**config.mk**
```make
export PLATFORM = sky130hd
export DESIGN_NAME = cbf_lane
export DESIGN_NICKNAME = d
export VERILOG_FILES = /design/src/sv/cbf_pkg.sv /design/src/sv/cbf_mod.sv /design/src/sv/cbf_lane.sv
export SDC_FILE = /design/constraint.sdc
export NUM_CORES = 1
export LEC_CHECK = 0
export BUFFER_PORTS_ARGS = -buffer_cell sky130_fd_sc_hd__buf_2
export CAP_MARGIN = 15
export CORE_UTILIZATION = 25
export CTS_BUF_LIST = sky130_fd_sc_hd__clkbuf_8
export DETAILED_ROUTE_END_ITERATION = 10
export HOLD_SLACK_MARGIN = 0.08
export SYNTH_ARGS = -nofsm -noshare
export SYNTH_HDL_FRONTEND = slang
export SYNTH_SLANG_ARGS = --single-unit
```
**constraint.sdc**
```tcl
create_clock -name clk -period 2.6 [get_ports clk]
set_input_delay 0.13 -clock clk [delete_from_list [all_inputs] [get_ports clk]]
set_output_delay 0.13 -clock clk [all_outputs]
set_load 0.02 [all_outputs]
```
**src/sv/cbf_pkg.sv**
```systemverilog
// ----------------------------------------------------------------------------
// cbf_pkg
// shared types and constants of the counting bloom filter
// ----------------------------------------------------------------------------
`default_nettype none
package cbf_pkg;
  localparam int HASH_W = 32;
  localparam int CNT_W  = 4;
  localparam logic [CNT_W-1:0] CNT_MAX = 4'hf;

  localparam int MAX_FUNCS             = 8;
  localparam int MAX_COUNTERS_PER_FUNC = 4096;
  localparam int STORE_DEPTH           = MAX_FUNCS * MAX_COUNTERS_PER_FUNC;
  // counter store address, region size and lane number widths
  localparam int SW      = $clog2(STORE_DEPTH);
  localparam int CPF_W   = 13;
  localparam int FUNCS_W = 4;
  localparam int LANE_W  = $clog2(MAX_FUNCS);

  typedef enum logic [1:0] {
    ACT_ADD    = 2'd0,
    ACT_REMOVE = 2'd1,
    ACT_CHECK  = 2'd2,
    ACT_NONE   = 2'd3
  } action_t;

  typedef enum logic [1:0] {
    REG_NUM_FUNCS = 2'd0,
    REG_COUNTS    = 2'd1
  } reg_index_t;

  typedef enum logic [2:0] {
    ST_CLEAR  = 3'd0,
    ST_IDLE   = 3'd1,
    ST_DIVIDE = 3'd2,
    ST_READ   = 3'd3,
    ST_WRITE  = 3'd4
  } state_t;
endpackage
`default_nettype wire

```
**src/sv/cbf_mod.sv**
```systemverilog
// ----------------------------------------------------------------------------
// cbf_mod
// restoring remainder unit, one quotient bit per cycle
// ----------------------------------------------------------------------------
`default_nettype none
module cbf_mod
  import cbf_pkg::*;
#(
  parameter int DW = 13
) (
  input  wire logic              clk,
  input  wire logic              start,
  input  wire logic [HASH_W-1:0] dividend,
  input  wire logic [DW-1:0]     divisor,
  output logic      [DW-1:0]     remainder
);
  localparam int BW = $clog2(HASH_W + 1);

  logic [HASH_W-1:0] shifter;
  logic [DW:0]       rem;
  logic [DW:0]       trial;
  logic [DW-1:0]     dvs;
  logic [BW-1:0]     bits_left;

  assign trial = {rem[DW-1:0], shifter[HASH_W-1]};

  // runs HASH_W steps after a start pulse, then holds the remainder
  always_ff @(posedge clk) begin
    if (start) begin
      shifter   <= dividend;
      rem       <= '0;
      dvs       <= divisor;
      bits_left <= BW'(HASH_W);
    end else if (bits_left != '0) begin
      shifter   <= {shifter[HASH_W-2:0], 1'b0};
      bits_left <= bits_left - 1'b1;
      if (trial >= {1'b0, dvs}) begin
        rem <= trial - {1'b0, dvs};
      end else begin
        rem <= trial;
      end
    end
  end

  assign remainder = rem[DW-1:0];
endmodule
`default_nettype wire

```
**src/sv/cbf_lane.sv**
```systemverilog
// ----------------------------------------------------------------------------
// cbf_lane
// one hash function: reduce the hash and place it in its own counter region
// ----------------------------------------------------------------------------
`default_nettype none
module cbf_lane
  import cbf_pkg::*;
#(
  parameter int LANE = 0
) (
  input  wire logic              clk,
  input  wire logic              start,
  input  wire logic [HASH_W-1:0] hash,
  input  wire logic [CPF_W-1:0]  modulus,
  output logic      [SW-1:0]     addr
);
  logic [CPF_W-1:0] rem;

  cbf_mod #(.DW(CPF_W)) u_mod (
    .clk(clk), .start(start), .dividend(hash), .divisor(modulus),
    .remainder(rem)
  );

  // regions sit back to back, the base is the lane number times the region size
  assign addr = SW'(LANE) * SW'(modulus) + SW'(rem);
endmodule
`default_nettype wire

```
* After elaboration in Yosys (flattened, before gate mapping)
Cells that the tools add are included.
Cells by class: add/subtract/negate cells 2, muxes and demuxes 3, reductions and logical operators 2, $lt $le $gt $ge 1
Operator list (count):
- 32-bit two-way mux | 2
- 14-bit by 13-bit greater-or-equal comparator with 1-bit output | 1
- 13-bit two-way mux | 1
- 13-bit subtractor | 1
- 6-bit nonzero test | 1
- 6-bit by 1-bit subtractor with 6-bit output (second input constant) | 1
- 2-bit nonzero test | 1
Storage, ports and cells: register bits 64, bits of input ports 47, logic and storage cells 12

* Longest topological paths before layout
depth after elaboration 3, mapped depth 10, depth with buffers taken out 9

* Modules after synthesis
From an unflattened synthesis, not the netlist that was laid out.
Second synthesis, totals: cells, all modules 279, area, all modules 3308.2 um^2
Modules (own cells, without submodules):
- cbf_mod | area each 3289.4 um^2, sequential area each 1731.7 um^2, cells an instance 276, times used 1
- cbf_lane | area each 18.8 um^2, sequential area each 0.0 um^2, cells an instance 3, times used 1

* Least setup slack after synthesis
No wires, ideal clock.
path type reg-to-reg, from reg u_mod.rem[0], to reg u_mod.rem[4], path slack 0.225 ns, library setup time 0.088 ns, required time 2.512 ns, path buffers 0, cell stages (with the launch flop) 9, data arrival time 2.287 ns, cell sequence dfxtp_1 > inv_1 > fa_1 > nand2b_2 > a211oi_2 > o31ai_2 > a21o_1 > a211o_1 > a311oi_2
On the way: cells in the longest elaborated chain, start to end 2, elaborated cells on any way between the ends 3, those cells by class 1 x add/sub; 1 x order compare; 1 x mux
RTL lines:
- from (decl) | line cbf_mod.sv:20 | logic [DW:0] rem;
- from (signal assigned) | line cbf_mod.sv:38 | rem <= trial - {1'b0, dvs};
- from (signal assigned) | line cbf_mod.sv:40 | rem <= trial;
- 13-bit subtractor / 14-bit by 13-bit greater-or-equal comparator with 1-bit output (equally long branches) | line cbf_mod.sv:38, cbf_mod.sv:37
- 13-bit two-way mux (*) | line cbf_mod.sv:37 | if (trial >= {1'b0, dvs}) begin
Every way passes the cells marked *; elsewhere a longest branch is shown, timed or not. A chain may end at the register's enable or synchronous reset.

* Final worst setup path
from reg u_mod.dvs[0], to reg u_mod.rem[4]
On the way: cells in the longest elaborated chain, start to end 2, elaborated cells on any way between the ends 3, those cells by class 1 x add/sub; 1 x order compare; 1 x mux
RTL lines:
- from (decl) | line cbf_mod.sv:22 | logic [DW-1:0] dvs;
- from (signal assigned) | line cbf_mod.sv:32 | dvs <= divisor;
- 13-bit subtractor / 14-bit by 13-bit greater-or-equal comparator with 1-bit output (equally long branches) | line cbf_mod.sv:38, cbf_mod.sv:37
- 13-bit two-way mux (*) | line cbf_mod.sv:37
Marked as above.

==> qor.yml <==
cp_endpoint_kind: "flip-flop"
reg2reg_setup_slack_ps: 150
cts.repair.resized: 0
yosysWarningCount: 0
cts.sinks: 64
route.detailed.wl_per_inst_um: 13.7
synth.ff_latch_count: 64
leakagePower_nw: 1.82
yosys_most_used_dff: "sky130_fd_sc_hd__edfxtp_1"
drt-pass1-iter-count: 4
peakVddDrop_mv: 0.449
cp_cell_instances: "ha_1 > fa_1 > nand2b_2 > a211oi_2 > o31ai_2 > a21o_1 > a211o_1 > a311oi_2"
avgSynthCellArea_um2: 11.4
r2r.worst_path.cells: 8
via_count: 2605
drt_iter0_drc: 175
clock_power_share_pct: 24.5
combinationalPowerShare_pct: 39.2
timing.final.max_slew_violations: 0
initial_core_utilization_pct: 25.6
most_common_cell_after_layout_fill_and_taps_aside: "sky130_fd_sc_hd__buf_2"
sequential_area_share_after_synthesis_pct: 51.1
async_reset_ff_share_pct: 0
route.detailed.vias_per_inst: 4.48
grt_overflow: 0
path_max_fanout: 4
post_cts.repair.setup_buffers: 0
setup.worst_path.class: "reg -> reg"
critPathSlowestCell: "sky130_fd_sc_hd__fa_1"
setup-violations-final: 0
finalCriticalPeriod_ps: 2450
setup.worst_path.start_class: "flip-flop"
p_switching_w: 0.00155
setup-tns-final_ps: 0
maxCapViolCount: 0
power.sequential.fraction_pct: 36.3
yosys-top-cells-area: "sky130_fd_sc_hd__edfxtp_1 40%, sky130_fd_sc_hd__dfxtp_1 11%, sky130_fd_sc_hd__mux2_2 10%"
cpLargestDelayFamily: "compound AO/OA/AOI/OAI gates"
clk_latency_ps: 360
whs_endpoint: "u_mod.shifter[6]"
skew_ps: 14.3
htree_num_levels: 3
arrival_ps: 2720
yosysTopAreaCellShare_pct: 39.9
setup_repair_after_global_routing_missed_its_margin: "no"
share_of_final_layout_standard_cells_stronger_than_drive_strength_1_pct: 29.4
syn_to_final_growth_pct: 33.2
cts_hold_repair.buffers: 39
required_ps: 2870
synth_cells: 298
detailedPlacementHpwl_mm: 5.38
drc_errors: 0
stdcell_area_um2: 4520
ports_placed_on_the_boundary: 62
clkSlewWorstSetupHoldPaths_ps: 80
sequential_cell_area_um2: 1730
mostFrequentLayoutCells: "59 x sky130_fd_sc_hd__buf_2, 45 x sky130_fd_sc_hd__edfxtp_1, 39 x sky130_fd_sc_hd__dlygate4sd3_1"
power_density_nw_per_um2: 947
maximum_number_of_pins_on_one_net_before_global_route_repair: 40
port-buffer-count: 59
floorplan.rows: 42
synth.cell_area_um2: 3390
worst-path-stages: 8
die_h_um: 118
max_slew_margin_pct: 46.4
worst_hold_path_type: "in -> reg"
first_global_vias: 2537
hold_start: "hash[6]"
ctsRootBufferMaster: "sky130_fd_sc_hd__clkbuf_8"
path_buf_inv: 0
initial_antenna_violation_count: 0
num-fill-cells: 1363
switching_share_pct: 36.1
finish.net_count: 462
number_of_hold_violations_in_the_final_report: 0
grt_first_pass_wirelength_mm: 12.8
core_um2: 13200
hold_path_depth: 2
internal_power_w: 0.00273
weighted_congestion_reported_at_the_end_of_routability_driven_placement: 0.792
diodes: 0
finalCritPeriodShare_pct: 94.1
synth_enable_flop_cells: 45
timing_worst_slew_pin_value_ps: 804
fmax_mhz: 409
final_antenna_net_count: 0
dieWidth_um: 118
die_area_um2: 14000
worstReg2RegStart: "u_mod.dvs[0]"
track_usage_pct: 11.7
outcome: "finished clean"
number_of_clock_buffers_inserted_by_tritoncts: 9
cts_tree: "yes"
clock_path_buffers: 2
synth.largest_area_cell: "sky130_fd_sc_hd__edfxtp_1"
slowest_delay_ps: 400
routed_wirelength_mm: 7.93
placed_cell_area_um2: 3890
synth_cell_type_count: 50
rr_endpoint: "u_mod.rem[4]"
multi_input_comb_area_um2: 1520
## metal layers
metal  part of all wire (%)  up-vias  GRT usage, %
li1                       -     1314             -
met1                     48     1217          15.3
met3                    3.5       12          2.46
met2                     46       62          18.3
met4                    2.6        0          6.01
met5                      0        -             0
## flip-flops by register name, summed over array words and instances (netlist names)
name	cells
u_mod.bits_left	6
u_mod.dvs	13
u_mod.rem	13
u_mod.shifter	32
## synthesized netlist by cell type, types with 2 or more instances
master and count:
sky130_fd_sc_hd__nand3b_1 7, sky130_fd_sc_hd__nand2b_1 2, sky130_fd_sc_hd__and2_1 4, sky130_fd_sc_hd__a21o_1 4, sky130_fd_sc_hd__a311oi_1 2, sky130_fd_sc_hd__nand3_1 7
sky130_fd_sc_hd__nor2_1 23, sky130_fd_sc_hd__o21ai_0 6, sky130_fd_sc_hd__xnor2_1 8, sky130_fd_sc_hd__a211oi_1 4, sky130_fd_sc_hd__a31oi_1 4, sky130_fd_sc_hd__nand4_1 2
sky130_fd_sc_hd__o21a_1 2, sky130_fd_sc_hd__xor2_1 3, sky130_fd_sc_hd__or2_2 2, sky130_fd_sc_hd__nor3_1 13, sky130_fd_sc_hd__dfxtp_1 19, sky130_fd_sc_hd__a41oi_1 3
sky130_fd_sc_hd__edfxtp_1 45, sky130_fd_sc_hd__o211ai_1 8, sky130_fd_sc_hd__a211o_1 3, sky130_fd_sc_hd__ha_1 14, sky130_fd_sc_hd__nand2_1 8, sky130_fd_sc_hd__a21oi_1 9
sky130_fd_sc_hd__mux2_2 31, sky130_fd_sc_hd__o22ai_1 3, sky130_fd_sc_hd__clkbuf_1 9, sky130_fd_sc_hd__inv_1 18, sky130_fd_sc_hd__o21ai_1 4, sky130_fd_sc_hd__buf_2 2
sky130_fd_sc_hd__buf_4 4, sky130_fd_sc_hd__or3_1 2, sky130_fd_sc_hd__nor3b_1 5, sky130_fd_sc_hd__o41ai_1 2
## area by class of cell
type                            count  area share [%]
Clock inverter                      7            2.46
Timing Repair Buffer              106            16.5
Inverter                           18            1.50
Sequential cell                    64            38.3
Tap cell                          176            4.87
Multi-Input combinational cell    201            33.6
Clock buffer                        9            2.74
## worst register-to-register path, cell delays in order (launching register included)
cell	delay [ps]
sky130_fd_sc_hd__edfxtp_1	370
sky130_fd_sc_hd__ha_1	230
sky130_fd_sc_hd__fa_1	410
sky130_fd_sc_hd__nand2b_2	220
sky130_fd_sc_hd__a211oi_2	250
sky130_fd_sc_hd__o31ai_2	140
sky130_fd_sc_hd__a21o_1	200
sky130_fd_sc_hd__a211o_1	300
sky130_fd_sc_hd__a311oi_2	250
## power by group through the flow
| stage | sequential [W] | combinational (W) | clock (W) |
|---|---|---|---|
| after global routing | 0.00159 | 0.00185 | 0.00111 |
| after detailed placement | 0.00158 | 0.00162 | 0 |
| final | 0.00155 | 0.00168 | 0.00105 |
| after global placement | 0.00157 | 0.00160 | 0 |
| after floorplan | 0.00162 | 0.00112 | 0 |
| after CTS | 0.00156 | 0.00167 | 0.00107 |
## worst max path at each step
stage	start	end	slack, ps
after floorplan	u_mod.rem[0]	u_mod.rem[4]	230
after global placement	u_mod.dvs[0]	u_mod.rem[4]	250
after detailed placement	u_mod.dvs[0]	u_mod.rem[4]	190
after CTS	u_mod.dvs[0]	u_mod.rem[4]	160
after global routing	u_mod.dvs[0]	u_mod.rem[9]	20
final	u_mod.dvs[0]	u_mod.rem[4]	150
## per-stage QoR
stage	setup slack (ps)	utilization, %	hold WS (ps)	cells	power, W
6_report	152	34.1	86.8	581	0.00428
5_1_grt	24.1	34.1	82.1	581	0.00454
4_1_cts	157	34.1	80.6	581	0.00430
3_5_place_dp	185	29.4	309	526	0.00320
3_3_place_gp	253	29.4	306	526	0.00316
2_1_floorplan	225	-	229	299	0.00273
## cells by family after synthesis
family	synth area share (%)
multiplexers	10.6
adder cells (fa/ha/maj)	5.76
other	0.111
AND/OR/NAND/NOR	12.4
AO/OA/AOI/OAI	13.0
flip-flops	51.1
XOR/XNOR	2.84
buffers and inverters	4.28
(Power assumes the default switching activity.)
